## config.mk

```make
export PLATFORM = sky130hd
export DESIGN_NAME = base64_stream_encoder
export DESIGN_NICKNAME = d
export VERILOG_FILES = /design/src/sv/b64e_pkg.sv /design/src/sv/base64_stream_encoder.sv /design/src/sv/b64e_front.sv /design/src/sv/b64e_queue.sv /design/src/sv/b64e_back.sv
export SDC_FILE = /design/constraint.sdc
export NUM_CORES = 1
export LEC_CHECK = 0
export BUFFER_PORTS_ARGS = -buffer_cell sky130_fd_sc_hd__buf_2
export CAP_MARGIN = 20
export CORE_MARGIN = 1
export CORE_UTILIZATION = 65
export CTS_BUF_LIST = sky130_fd_sc_hd__clkbuf_16
export DETAILED_ROUTE_END_ITERATION = 6
export PLACE_DENSITY = 0.84
export SYNTH_ARGS = -nofsm -noshare
export SYNTH_HDL_FRONTEND = slang
export SYNTH_SLANG_ARGS = --single-unit
```

## constraint.sdc

```tcl
create_clock -name clk -period 9.95 [get_ports clk]
set_clock_uncertainty 0.2 [all_clocks]
set_input_delay 1.99 -clock clk [delete_from_list [all_inputs] [get_ports clk]]
set_output_delay 1.99 -clock clk [all_outputs]
set_load 0.02 [all_outputs]
```

## src/sv/b64e_pkg.sv

```systemverilog
// Shared types, constants and the character table for the Base64 stream encoder.
// No dependencies; every other file imports this package.
`default_nettype none

package b64e_pkg;

	// One message byte as it arrives on the input channel.
	typedef struct packed {
		logic [7:0] data_byte;
		logic       end_of_message;
	} byte_item_t;

	// One encoded character as it leaves on the output channel.
	typedef struct packed {
		logic [6:0] code_char;
		logic       end_of_text;
	} char_item_t;

	// A complete or zero-filled group of three bytes, ready for encoding.
	typedef struct packed {
		logic [7:0] b0;
		logic [7:0] b1;
		logic [7:0] b2;
		logic [2:0] num_chars;  // data characters, two to four; the rest are padding
		logic       last;       // group closes the message
	} group_t;

	localparam int unsigned QueueDepth = 2;
	localparam int unsigned CharsPerGroup = 4;

	localparam logic [2:0] CharsOneByte = 3'd2;
	localparam logic [2:0] CharsTwoBytes = 3'd3;
	localparam logic [2:0] CharsFull = 3'd4;

	localparam logic [6:0] PadChar = 7'h3d;

	// Map a six-bit value onto the standard alphabet A-Z a-z 0-9 + /.
	function automatic logic [6:0] sextet_char(input logic [5:0] s);
		logic [6:0] c;
		if (s < 6'd26) begin
			c = 7'h41 + {1'b0, s};
		end else if (s < 6'd52) begin
			c = 7'h61 + {1'b0, s - 6'd26};
		end else if (s < 6'd62) begin
			c = 7'h30 + {1'b0, s - 6'd52};
		end else if (s == 6'd62) begin
			c = 7'h2b;
		end else begin
			c = 7'h2f;
		end
		return c;
	endfunction

endpackage

`default_nettype wire

```

## src/sv/base64_stream_encoder.sv

```systemverilog
// Base64 stream encoder: one byte per transfer in, one ASCII character per transfer out.
// A group is stored in the queue, then in grp_q, then its characters reach char_q.
// Throughput: one character per cycle from the back end unless the output stalls.
// A queue of QueueDepth groups lets bytes keep arriving while characters are stalled.
// Reset (arst_n low, asynchronous) empties the group, the queue and the output register.
`default_nettype none

module base64_stream_encoder import b64e_pkg::*; #(
	parameter int unsigned GroupQueueDepth = QueueDepth
) (
	input  wire        clk,
	input  wire        arst_n,
	input  wire        byte_valid,
	output logic       byte_stall,
	input  byte_item_t byte_item,
	output logic       char_valid,
	input  wire        char_stall,
	output char_item_t char_item
);

	logic   push_valid;
	logic   push_ready;
	group_t push_group;
	logic   pop_valid;
	logic   pop_ready;
	group_t pop_group;

	// Byte intake and grouping.
	b64e_front u_front (
		.clk        (clk),
		.arst_n     (arst_n),
		.byte_valid (byte_valid),
		.byte_stall (byte_stall),
		.byte_item  (byte_item),
		.push_valid (push_valid),
		.push_ready (push_ready),
		.push_group (push_group)
	);

	// Group queue.
	b64e_queue #(
		.Depth (GroupQueueDepth)
	) u_queue (
		.clk        (clk),
		.arst_n     (arst_n),
		.push_valid (push_valid),
		.push_ready (push_ready),
		.push_group (push_group),
		.pop_valid  (pop_valid),
		.pop_ready  (pop_ready),
		.pop_group  (pop_group)
	);

	// Character generation.
	b64e_back u_back (
		.clk        (clk),
		.arst_n     (arst_n),
		.pop_valid  (pop_valid),
		.pop_ready  (pop_ready),
		.pop_group  (pop_group),
		.char_valid (char_valid),
		.char_stall (char_stall),
		.char_item  (char_item)
	);

endmodule

`default_nettype wire

```

## src/sv/b64e_front.sv

```systemverilog
// Front end of the Base64 encoder: accepts bytes and assembles three-byte groups.
// Depends on b64e_pkg; feeds group records into b64e_queue.
`default_nettype none

module b64e_front import b64e_pkg::*; (
	input  wire        clk,
	input  wire        arst_n,
	input  wire        byte_valid,
	output logic       byte_stall,
	input  byte_item_t byte_item,
	output logic       push_valid,
	input  wire        push_ready,
	output group_t     push_group
);

	logic [1:0] phase_q;
	logic [7:0] pend0_q;
	logic [7:0] pend1_q;
	logic       accept;

	// Hold the input whenever the queue cannot take a group.
	assign byte_stall = !push_ready;
	assign accept = byte_valid && push_ready;

	// Classify the byte: store it, or close a group with it.
	always_comb begin
		push_group = '0;
		push_valid = 1'b0;
		case (phase_q)
			2'd1: begin
				push_group.b0 = pend0_q;
				push_group.b1 = byte_item.data_byte;
				push_group.num_chars = CharsTwoBytes;
				push_group.last = 1'b1;
				push_valid = byte_valid && byte_item.end_of_message;
			end
			2'd2: begin
				push_group.b0 = pend0_q;
				push_group.b1 = pend1_q;
				push_group.b2 = byte_item.data_byte;
				push_group.num_chars = CharsFull;
				push_group.last = byte_item.end_of_message;
				push_valid = byte_valid;
			end
			default: begin
				push_group.b0 = byte_item.data_byte;
				push_group.num_chars = CharsOneByte;
				push_group.last = 1'b1;
				push_valid = byte_valid && byte_item.end_of_message;
			end
		endcase
	end

	// Group position; a final byte or a full group returns it to empty.
	always_ff @(posedge clk or negedge arst_n) begin
		if (!arst_n) begin
			phase_q <= 2'd0;
		end else if (accept) begin
			if (byte_item.end_of_message || phase_q == 2'd2) begin
				phase_q <= 2'd0;
			end else if (phase_q == 2'd1) begin
				phase_q <= 2'd2;
			end else begin
				phase_q <= 2'd1;
			end
		end
	end

	// Pending bytes of the open group.
	always_ff @(posedge clk) begin
		if (accept && !byte_item.end_of_message) begin
			if (phase_q == 2'd1) begin
				pend1_q <= byte_item.data_byte;
			end else if (phase_q != 2'd2) begin
				pend0_q <= byte_item.data_byte;
			end
		end
	end

endmodule

`default_nettype wire

```

## src/sv/b64e_queue.sv

```systemverilog
// Short group queue between the front and back ends of the Base64 encoder.
// Depends on b64e_pkg for the group record type.
`default_nettype none

module b64e_queue import b64e_pkg::*; #(
	parameter int unsigned Depth = QueueDepth  // two or more entries
) (
	input  wire    clk,
	input  wire    arst_n,
	input  wire    push_valid,
	output logic   push_ready,
	input  group_t push_group,
	output logic   pop_valid,
	input  wire    pop_ready,
	output group_t pop_group
);

	localparam int unsigned PtrW = $clog2(Depth);
	localparam int unsigned CntW = $clog2(Depth + 1);
	localparam logic [PtrW-1:0] LastPtr = PtrW'(Depth - 1);
	localparam logic [CntW-1:0] FullCnt = CntW'(Depth);

	group_t          entry_q [Depth];
	logic [PtrW-1:0] wr_ptr_q;
	logic [PtrW-1:0] rd_ptr_q;
	logic [CntW-1:0] count_q;
	logic            do_push;
	logic            do_pop;

	assign push_ready = count_q != FullCnt;
	assign pop_valid = count_q != '0;
	assign pop_group = entry_q[rd_ptr_q];
	assign do_push = push_valid && push_ready;
	assign do_pop = pop_valid && pop_ready;

	// Pointers and fill count.
	always_ff @(posedge clk or negedge arst_n) begin
		if (!arst_n) begin
			wr_ptr_q <= '0;
			rd_ptr_q <= '0;
			count_q <= '0;
		end else begin
			if (do_push) begin
				wr_ptr_q <= (wr_ptr_q == LastPtr) ? '0 : wr_ptr_q + 1'b1;
			end
			if (do_pop) begin
				rd_ptr_q <= (rd_ptr_q == LastPtr) ? '0 : rd_ptr_q + 1'b1;
			end
			if (do_push && !do_pop) begin
				count_q <= count_q + 1'b1;
			end else if (do_pop && !do_push) begin
				count_q <= count_q - 1'b1;
			end
		end
	end

	// Entry storage.
	always_ff @(posedge clk) begin
		if (do_push) begin
			entry_q[wr_ptr_q] <= push_group;
		end
	end

endmodule

`default_nettype wire

```

## src/sv/b64e_back.sv

```systemverilog
// Base64 back end: turns a group into four characters, one per cycle unless stalled.
// Depends on b64e_pkg for types and the character table; drains b64e_queue.
`default_nettype none

module b64e_back import b64e_pkg::*; (
	input  wire        clk,
	input  wire        arst_n,
	input  wire        pop_valid,
	output logic       pop_ready,
	input  group_t     pop_group,
	output logic       char_valid,
	input  wire        char_stall,
	output char_item_t char_item
);

	localparam logic [1:0] LastIdx = 2'(CharsPerGroup - 1);

	group_t     grp_q;
	logic       busy_q;
	logic [1:0] idx_q;
	logic       char_valid_q;
	char_item_t char_q;
	logic       can_load;
	logic [5:0] sextet;
	char_item_t next_char;

	// The output register takes a new character when empty or being drained.
	assign can_load = !char_valid_q || !char_stall;
	assign pop_ready = !busy_q || (can_load && idx_q == LastIdx);

	// Pick the six bits for the current position and encode or pad.
	always_comb begin
		case (idx_q)
			2'd0: sextet = grp_q.b0[7:2];
			2'd1: sextet = {grp_q.b0[1:0], grp_q.b1[7:4]};
			2'd2: sextet = {grp_q.b1[3:0], grp_q.b2[7:6]};
			default: sextet = grp_q.b2[5:0];
		endcase
		next_char.code_char = ({1'b0, idx_q} < grp_q.num_chars) ? sextet_char(sextet) : PadChar;
		next_char.end_of_text = grp_q.last && idx_q == LastIdx;
	end

	// Sequencer: character position, active group and output valid.
	always_ff @(posedge clk or negedge arst_n) begin
		if (!arst_n) begin
			busy_q <= 1'b0;
			idx_q <= '0;
			char_valid_q <= 1'b0;
		end else begin
			if (can_load) begin
				char_valid_q <= busy_q;
			end
			if (busy_q && can_load) begin
				idx_q <= idx_q + 1'b1;
				if (idx_q == LastIdx) begin
					busy_q <= pop_valid;
				end
			end else if (!busy_q) begin
				busy_q <= pop_valid;
			end
		end
	end

	// Group and output character registers.
	always_ff @(posedge clk) begin
		if (pop_valid && pop_ready) begin
			grp_q <= pop_group;
		end
		if (busy_q && can_load) begin
			char_q <= next_char;
		end
	end

	assign char_valid = char_valid_q;
	assign char_item = char_q;

endmodule

`default_nettype wire

```

==> metrics.yaml <==
chipWidth_um: 91.16
synth_compound_area_share_pct: 8.886
period_share_pct: 35.97
drv_cap: 0
layout-drive-gt1-share_pct: 26.34
synth_edf_count: 108
clkTransAtPathRegs_ns: 0.06
setup_slack_ns: 6.371
final_cell_mix: "108 x edfxtp_1, 38 x mux2_2, 23 x buf_2"
ys_ff_latch: 118
cts-buffers-inserted: 17
ys_seq_area_share_pct: 67.60
clock_path_buffers: 2
insertion_delay_ns: 0.40
rows: 32
drt-initial-drc-count: 273
arrival_ns: 3.53
synthMuxAreaShare_pct: 8.281
ff_latch_area_um2: 3493
dp_slack_ns: 6.074
io_buffers: 22
yosysUniqueCellTypes: 49
gp_congestion: 0.9239
ir_drop_v: 0.0002299
yosysWarningCount: 0
synth_fa_ha_area_share_pct: 3.874
post_cts_buffers: 0
netlist_instances: 345
n_fill_cell: 402
remaining_drc_errors: 0
async_flop_share_pct: 8.475
start_util_pct: 66.87
crit_path_end_kind: "register"
holdBufCountCts: 0
tightest_slew_ns: 1.119
leakage_nw: 2.167
grt_util_all_layers_pct: 24.84
worstSetupPathType: "register to register"
synth-xor-area-share_pct: 2.373
synth_nets: 374
coreArea_um2: 7727
max_freq_mhz: 279.4
holdCritPathClass: "register to register"
crit_fanout: 8
grt_overflow: 0
drt-met1-wl_um: 3900
drtAntennaViolNets: 0
period_minus_slack_ns: 3.579
wl_met3_um: 474
multi_input_area_um2: 1549
cp-start-kind: "register"
synth_ff_type: "edfxtp_1"
worstPathRequired_ns: 9.90
cts_sinks: 118
wl_per_cell_um: 19.01
syn_area_per_cell_um2: 14.98
via_per_inst: 6.051
grt_start_max_net_pins: 30
grt_pass1_wl_um: 15030
cts_tree: "built"
synthSimpleGateAreaFrac_pct: 6.465
drt_wl_total_um: 9373
p_per_area_nw_per_um2: 375.6
final_nets: 407
relSlewSlack_pct: 25.27
grt_pass1_vias: 3047
vias: 2983
hpwl_um: 6087
drtPass1Iterations: 5
cts_root_buf: "clkbuf_16"
hold_violations: 0
synth_top_family_by_area: "compound AO/OA/AOI/OAI gates"
final_common_cell: "edfxtp_1"
cts_resized: 0
dr_wl_met2_um: 4798
ios: 23
highest_layer: "met4"
die_h_um: 91.16
rsz0062_at_grt: "false"
area_growth_pct: 15.18
die_area_um2: 8310
antenna_found_initial: 0
netlist_area_um2: 5167
final_max_slew_viol_count: 0
setup_tns_ns: 0
outcome: "finished, final reports clean"
setup_viol: 0
htree_levels: 4
diodes: 0
power breakdown:
| group | internal (mW) | total (mW) | switching, mW | leakage, nW |
|---|---|---|---|---|
| clock | 0.343 | 0.562 | 0.219 | 0.263 |
| sequential | 0.727 | 0.778 | 0.0516 | 1.11 |
| combinational | 0.361 | 0.895 | 0.534 | 0.792 |
| total | 1.43 | 2.24 | 0.805 | 2.17 |
worst paths after layout:
path / start / endpoint / slack, ns / depth (start not counted)
max in group asynchronous: arst_n / u_back.idx_q[0] / 8.09 / 1
hold / removal: u_back.busy_q / u_back.char_valid / 0.30 / 1
setup reg to reg: u_back.idx_q[0] / u_back.char_item[4] / 6.37 / 12
hold reg to reg: u_back.busy_q / u_back.char_valid / 0.30 / 1
setup / recovery: u_back.idx_q[0] / u_back.char_item[4] / 6.37 / 12
min in group asynchronous: arst_n / u_queue.rd_ptr_q / 1.25 / 1
flip-flops by register name (all words and copies together), names as in the netlist, 2 cells and up:
| name | cells |
|---|---|
| u_front.phase_q | 2 |
| u_back.grp_q | 28 |
| u_front.pend0_q | 8 |
| u_back.char_item | 8 |
| u_queue.count_q | 2 |
| u_queue.entry_q | 56 |
| u_front.pend1_q | 8 |
| u_back.idx_q | 2 |
metrics by stage:
stage | instances | area, um^2 | hold WS [ns] | utilization (%) | power (mW)
finish | 493 | 5952 | 0.2966 | 77.02 | 2.235
global route | 493 | 5952 | 0.3261 | 77.02 | 2.348
CTS | 492 | 5947 | 0.2934 | 76.96 | 2.235
detailed placement | 460 | 5390 | 0.2787 | 69.75 | 1.657
global placement | 459 | 5363 | 0.2656 | 69.40 | 1.618
floorplan | 345 | 5167 | 0.2450 | - | 1.448
layout make-up:
class,instances,area share (%)
Multi-Input combinational cell,197,26.02
Tap cell,102,2.144
Clock inverter,15,2.207
Inverter,18,1.135
Clock buffer,17,7.147
Sequential cell,118,58.69
Timing Repair Buffer,26,2.649
cell families (layout without fill, tap and decap cells):
logic type	Yosys count	in the layout
AOI/OAI and AO/OA	61	61
xor gates and xnor gates	14	14
buffers and inverters	30	76
and+or+nand+nor	68	68
muxes	38	38
DFF	118	118
adders and majority gates	16	16
per-layer routing:
layer  track usage [%]  vias up
li1                  -     1386
met2             41.98      131
met3             6.281       16
met5                 0        -
met1             29.76     1450
met4             12.30        0
critical path, stage by stage, from the launching register on:
cell	delay, ns
dfrtp_1	0.42
inv_1	0.11
ha_1	0.31
a222oi_1	0.45
a21oi_1	0.26
inv_1	0.17
ha_1	0.16
inv_1	0.05
a211o_1	0.31
o31ai_1	0.13
a21o_1	0.33
o21ai_1	0.11
a311o_1	0.31
Yosys cell counts (all sizes together) (2+ instances only):
cell / instances / area share, %
nor3b: 2 / 0.29
nor2b: 5 / 0.61
nand3: 4 / 0.39
buf: 5 / 0.70
a21o: 5 / 0.73
mux2: 38 / 8.3
nor2: 16 / 1.2
xnor2: 7 / 1.2
a21oi: 9 / 1.0
o31ai: 3 / 0.44
and2: 13 / 1.6
a2111oi: 2 / 0.46
a22oi: 8 / 1.2
dfrtp: 10 / 4.8
a32oi: 2 / 0.34
xor2: 7 / 1.2
a211o: 3 / 0.51
ha: 16 / 3.9
nor4: 2 / 0.24
o21ai: 11 / 1.1
clkbuf: 7 / 0.51
a222oi: 5 / 0.97
nand2: 20 / 1.5
nor3: 3 / 0.29
inv: 18 / 1.3
edfxtp: 108 / 63
(Power assumes the default switching activity.)
